File: src/rtl/aes_pkg.sv
`timescale 1ns / 1ps
// ----------------------------------------------------------------------------
// AES package
// S-box table, GF(2^8) helpers and register indexes shared by the AES block.
// ----------------------------------------------------------------------------
package aes_pkg;

	localparam int NumRkWords = 60;
	localparam int RkAw       = 6;

	typedef logic [RkAw-1:0] rk_addr_t;
	typedef logic [127:0]    block_t;

	typedef enum logic [2:0] {
		REG_KEY_SIZE = 3'd0,
		REG_KEY_0    = 3'd1,
		REG_KEY_1    = 3'd2,
		REG_KEY_2    = 3'd3,
		REG_KEY_3    = 3'd4
	} reg_idx_t;

	typedef enum logic [1:0] {
		KS_128 = 2'd0,
		KS_192 = 2'd1,
		KS_256 = 2'd2
	} key_size_t;

	localparam logic [2047:0] SBOX = {
		128'h637c777bf26b6fc53001672bfed7ab76, 128'hca82c97dfa5947f0add4a2af9ca472c0,
		128'hb7fd9326363ff7cc34a5e5f171d83115, 128'h04c723c31896059a071280e2eb27b275,
		128'h09832c1a1b6e5aa0523bd6b329e32f84, 128'h53d100ed20fcb15b6acbbe394a4c58cf,
		128'hd0efaafb434d338545f9027f503c9fa8, 128'h51a3408f929d38f5bcb6da2110fff3d2,
		128'hcd0c13ec5f974417c4a77e3d645d1973, 128'h60814fdc222a908846eeb814de5e0bdb,
		128'he0323a0a4906245cc2d3ac629195e479, 128'he7c8376d8dd54ea96c56f4ea657aae08,
		128'hba78252e1ca6b4c6e8dd741f4bbd8b8a, 128'h703eb5664803f60e613557b986c11d9e,
		128'he1f8981169d98e949b1e87e9ce5528df, 128'h8ca1890dbfe6426841992d0fb054bb16
	};

	function automatic logic [7:0] sbox(input logic [7:0] b);
		sbox = SBOX[2047 - 8*b -: 8];
	endfunction

	function automatic logic [7:0] inv_sbox(input logic [7:0] b);
		logic [7:0] r;
		r = 8'h00;
		for (int i = 0; i < 256; i++) begin
			if (SBOX[2047 - 8*i -: 8] == b) r = 8'(i);
		end
		inv_sbox = r;
	endfunction

	function automatic logic [7:0] xtime(input logic [7:0] b);
		xtime = {b[6:0], 1'b0} ^ (b[7] ? 8'h1b : 8'h00);
	endfunction

	function automatic logic [31:0] sub_word(input logic [31:0] w);
		sub_word = {sbox(w[31:24]), sbox(w[23:16]), sbox(w[15:8]), sbox(w[7:0])};
	endfunction

endpackage

File: src/rtl/aes_rk_mem.sv
`timescale 1ns / 1ps
// ----------------------------------------------------------------------------
// AES round-key memory
// 60 x 32 store, one write port and one read port, registered read data.
// ----------------------------------------------------------------------------
module aes_rk_mem (
	input  logic                clk,
	input  logic                we,
	input  aes_pkg::rk_addr_t   waddr,
	input  logic [31:0]         wdata,
	input  aes_pkg::rk_addr_t   raddr,
	output logic [31:0]         rdata
);
	import aes_pkg::*;

	logic [31:0] mem [NumRkWords];

	always_ff @(posedge clk) begin
		if (we) mem[waddr] <= wdata;
		rdata <= mem[raddr];
	end

endmodule

File: config.mk
export PLATFORM = sky130hd
export DESIGN_NAME = aes_rk_mem
export DESIGN_NICKNAME = d
export VERILOG_FILES = /design/src/rtl/aes_pkg.sv /design/src/rtl/aes_rk_mem.sv
export SDC_FILE = /design/constraint.sdc
export NUM_CORES = 2
export LEC_CHECK = 0
export CORE_AREA = 5 5 502 504
export CTS_BUF_LIST = sky130_fd_sc_hd__clkbuf_2
export CTS_CLUSTER_DIAMETER = 60
export DETAILED_ROUTE_END_ITERATION = 8
export DIE_AREA = 0 0 507 509
export DONT_BUFFER_PORTS = 1
export PLACE_DENSITY_LB_ADDON = 0.1
export SLEW_MARGIN = 20
export SYNTH_ARGS = -nofsm -noshare
export SYNTH_HDL_FRONTEND = slang
export SYNTH_SLANG_ARGS = --single-unit
File: constraint.sdc
create_clock -name clk -period 4.2 [get_ports clk]
set_input_delay 0.63 -clock clk [delete_from_list [all_inputs] [get_ports clk]]
set_output_delay 0.63 -clock clk [all_outputs]
set_load 0.01 [all_outputs]
# Word-level counts from Yosys, hierarchy flattened
# Memory sizes are Yosys's and may differ from the RTL's. A register that Yosys moved wholly into a read port is not among the register bits.
# Cells that the tools add are included.
word_totals:
  romBits: 0
  latchBits: 0
  output_inout_bits: 32
  ramBits: 1920
  word_cells: 3
  memories: 1
  reg_bits: 0
classes:
  n_reduce_logical: 0
  n_shift: 0
  n_mux: 2
  eq_ne: 0
  n_div: 0
  bitwise: 0
  mul: 0
  add_sub_neg: 0
  magnitude_cmp: 0
mem_list:
  columns: ["name", "depth", "word_bits", "rd", "rd_clocked_by_memory_dff", "write_ports", "line_no", "rtl"]
  rows:
  - ["mem", 60, 32, 1, 1, 1, "aes_rk_mem.sv:16", "logic [31:0] mem [NumRkWords];"]
ops:
  columns: ["op", "n"]
  rows:
  - ["1-bit 2-to-1 mux", 2]

# Longest topological paths before layout
depth:
  ltp_word: 2
  mapped_depth: 10
  depth_no_buf: 5

# Worst setup path after synthesis
# No wires, ideal clock.
synth_path:
  path_type: "input to register"
  from: "in waddr[4]"
  to: "mem mem[32][0], enable pin"
  t_arrival_ns: 3.308
  path_buffers: 1
  stages: 4
  path_slack_ns: 0.431
  setup_time_ns: 0.461
  cell_sequence: "clkbuf_1 -> nor2_1 -> nand4b_1 -> nor3_1"
synth_rtl:
  columns: ["element", "line_no", "rtl"]
  rows:
  - ["start, declared", "aes_rk_mem.sv:9", "input aes_pkg::rk_addr_t waddr,"]
  - ["end, declared", "aes_rk_mem.sv:16", null]
# No word-level cell before the write port.

==> results.py <==
metrics = {
    "logic_synthesis": {
        "synth_seq_cells": 1952,
        "async_flop_share": 0,
        "synth_adder_area_share": 0,
        "synth-xor-area-share": 0,
        "synth_top_family_by_area": "multiplexers",
        "synth_top_cell_area_share": 0.7812,
        "synth_compound_area_frac": 0.03603,
        "synthDistinctLibCells": 38,
        "yosys_warnings": 0,
        "synth.area.top_cells": "edfxtp_1, mux4_2, a22oi_1",
        "synth-simple-area-share": 0.01446,
        "synth_top_cell_by_area": "edfxtp_1",
        "ys.flop_type": "edfxtp_1",
        "synthMuxAreaShare": 0.1458,
        "ys_seq_area_frac": 0.7899,
        "synth-edff-count": 1920,
        "syn_avg_cell_area_um2": 22.61,
        "synthCells": 3264,
        "synthesis.nets": 3310,
        "syn_area_um2": 73800,
    },
    "timing": {
        "min_period_ns": 4.058,
        "slew_violations": 0,
        "skew_ns": 0.1385,
        "hold_viol": 0,
        "max_freq_mhz": 246.5,
        "worst_slack_ns": 0.1424,
        "worst_pin_slew_ns": 1.206,
        "relSlewSlack": 0.1962,
        "setup_viol": 0,
        "min_period_over_period": 0.9661,
        "fin_tns_setup_ns": 0,
        "rsz0062_at_grt": "no",
    },
    "power": {
        "power.internal_uw": 27490,
        "power.leakage_uw": 0.02773,
        "p_clk_frac": 0.348,
        "p_seq_frac": 0.589,
        "ir_worst_vdd_uv": 204.3,
        "powerDensity_nw_per_um2": 423.5,
        "p_switching_uw": 9230,
        "pwr-share-comb": 0.063,
        "swShare": 0.2514,
    },
    "worst_setup_path": {
        "crit_chain": "buf_16 -> buf_16 -> buf_16 -> mux4_2 -> dlygate4sd3_1 -> a22oi_1 -> dlygate4sd3_1 -> nand3_1 -> dlygate4sd3_1 -> and3_1 -> dlygate4sd3_1",
        "worst_ep_arrival_time_ns": 5.72,
        "end_kind": "flop",
        "worstSetupPathType": "in2reg",
        "crit_buf_inv": 7,
        "critPathMaxStageDelay_ns": 0.59,
        "worstPathRequired_ns": 5.86,
        "critPathTopFamily": "buffers and inverters",
        "cpMostUsedCell": "dlygate4sd3_1",
        "slowest_stage": "dlygate4sd3_1",
        "path_max_fanout": 82,
        "start_kind": "input port",
    },
    "finish": {
        "nets": 4014,
        "layout.cells.non_filler": 7548,
        "layout-drive-gt1-share": 0.3542,
        "area_growth_syn_to_layout_pct": 17.47,
        "fillCellCount": 23290,
    },
    "clock_tree": {
        "cts.clk_slew.worst_paths_ns": 0.10,
        "cts_tree": "yes",
        "h-tree-depth": 6,
        "cts-root-buf": "clkbuf_2",
        "clkLatencyLatePin_ns": 1.75,
        "cts_setup_buffers": 0,
        "cts_buffer_depth": 4,
        "cts_resized": 0,
        "cts.sinks": 1952,
        "cts_buffers": 533,
    },
    "die": {
        "initial_core_util": 0.2985,
        "rows": 183,
        "coreArea_um2": 247300,
        "die_w_um": 507,
        "die_y_um": 509,
        "die-area_um2": 258100,
        "ioPinCount": 78,
    },
    "global_routing": {
        "track_usage": 0.1731,
        "antenna_found_initial": 11,
        "grt_max_degree": 390,
        "grt_pass1_wl_mm": 314.9,
        "grt_pass1_vias": 40980,
        "overflow": 0,
    },
    "drt": {
        "wire_per_inst_um": 29.94,
        "totalWireLength_mm": 226.0,
        "vias_per_cell": 5.007,
        "drtPass1Iterations": 5,
        "drtIter0Drc": 3091,
        "via_count": 37800,
        "ant_nets": 0,
        "route.detailed.drc": 0,
    },
    "place": {
        "dp_hpwl_mm": 113.3,
        "dpl.cell_count": 6410,
        "io_buffers": 0,
        "gp_congestion": 0.7430,
        "dp_slack_ns": 0.9323,
    },
    "status": {
        "status": "finished clean",
    },
    "job": {
        "drv_cap": 0,
    },
    "hold_path": {
        "worstHoldPathType": "in2reg",
    },
}
-- placed cells by master, fill, tap and decap left out, types with 4 or more instances in the layout --
master	n
inv_2	21
nand2_1	62
nor2_4	62
dlygate4sd3_1	178
a31o_2	13
diode_2	14
dfxtp_1	32
o21ai_1	19
o211ai_1	32
clkinv_1	72
a22oi_1	109
buf_4	77
mux4_2	461
buf_16	76
a31oi_1	19
o21a_1	19
o211a_1	19
a22o_1	26
edfxtp_1	1920
a221oi_1	19
o21ai_0	64
clkinv_2	12
a21oi_1	45
buf_12	26
nand3_1	43
nor2b_4	4
and3_1	19
nor2_1	24
mux2i_1	38
clkbuf_2	758
bufinv_16	4
-- registers in the layout (all words and copies together) (netlist names) --
register	count
mem	1920
rdata	32
-- layer usage --
layer,vias to the layer above,track usage,wire length [um]
met5,-,0,0
met4,0,0.05106,5021
met3,335,0.03884,11940
met2,1229,0.2956,114500
met1,20570,0.2213,94540
li1,15660,-,-
-- cells by family (layout without fill, tap and decap cells) --
kind of cell,after synthesis,count (layout)
flip-flops,1952,1952
multiplexers,499,499
AO/OA/AOI/OAI,384,384
AND/OR/NAND/NOR,237,237
buffers and inverters,192,1225
other,0,14
-- synth_stat cells, types with 22 or more instances --
library cell / instances
clkbuf_1: 91
nor2_1: 86
dfxtp_1: 32
o21ai_0: 65
mux4_2: 461
buf_1: 22
nand3_1: 43
o211ai_1: 32
a22o_1: 26
edfxtp_1: 1920
a22oi_1: 109
buf_2: 42
a21oi_1: 45
nand2_1: 62
mux2i_1: 38
-- final cells by class --
class | instances | area, um2 | area share
flip-flops and latches | 1952 | 58300 | 0.6724
multi-input cells | 1120 | 15000 | 0.1730
repair buffers | 358 | 4997 | 0.05764
well taps | 3237 | 4050 | 0.04671
clock buffers | 758 | 3794 | 0.04376
clock inverters | 106 | 518.0 | 0.005975
diodes | 14 | 35.03 | 0.0004041
inverters | 3 | 11.26 | 0.0001299
-- per-stage QoR --
stage	power [uW]	utilization	cell area (um2)	hold WS, ns
floorplan	23060	-	73800	0.7289
global placement	23320	0.3169	78350	0.7348
detailed placement	23330	0.3169	78350	0.7340
CTS	37200	0.3496	86450	0.001453
global route	38570	0.3506	86700	-0.05281
finish	36720	0.3506	86700	0.2371
-- timing repair --
| item | in CTS | in global routing |
|---|---|---|
| endpoints found under the setup margin | 0 | 5 |
| endpoints found under the hold margin | 3872 | 0 |
| hold buffers | 252 | 0 |
-- power groups by stage --
| stage | sequential (uW) | combinational (uW) | clock (uW) |
|---|---|---|---|
| after global placement | 22100 | 1230 | 0 |
| after global routing | 21700 | 2460 | 14400 |
| after CTS | 21700 | 2150 | 13400 |
| final | 21600 | 2310 | 12800 |
| after detailed placement | 22100 | 1230 | 0 |
| after floorplan | 22000 | 1030 | 0 |
-- worst reg2reg max path, stage by stage (launching register included) --
cell and delay, ns:
edfxtp_1 0.37, mux4_2 0.46, dlygate4sd3_1 0.57, a22o_1 0.19, dlygate4sd3_1 0.55, o21ai_1 0.33, dlygate4sd3_1 0.71, o211ai_1 0.11
dlygate4sd3_1 0.58
-- path summary, 6_finish.rpt --
| check | startpoint | end | slack, ns | cells past startpoint |
|---|---|---|---|---|
| min reg2reg | mem[55][1]$_DFFE_PP_ | rdata[1]$_DFF_P_ | 0.93 | 4 |
| max reg2reg | mem[15][9]$_DFFE_PP_ | rdata[9]$_DFF_P_ | 0.21 | 8 |
| min | raddr[1] | rdata[28]$_DFF_P_ | 0.24 | 6 |
| max | raddr[0] | rdata[11]$_DFF_P_ | 0.14 | 11 |
(Power assumes the default switching activity.)
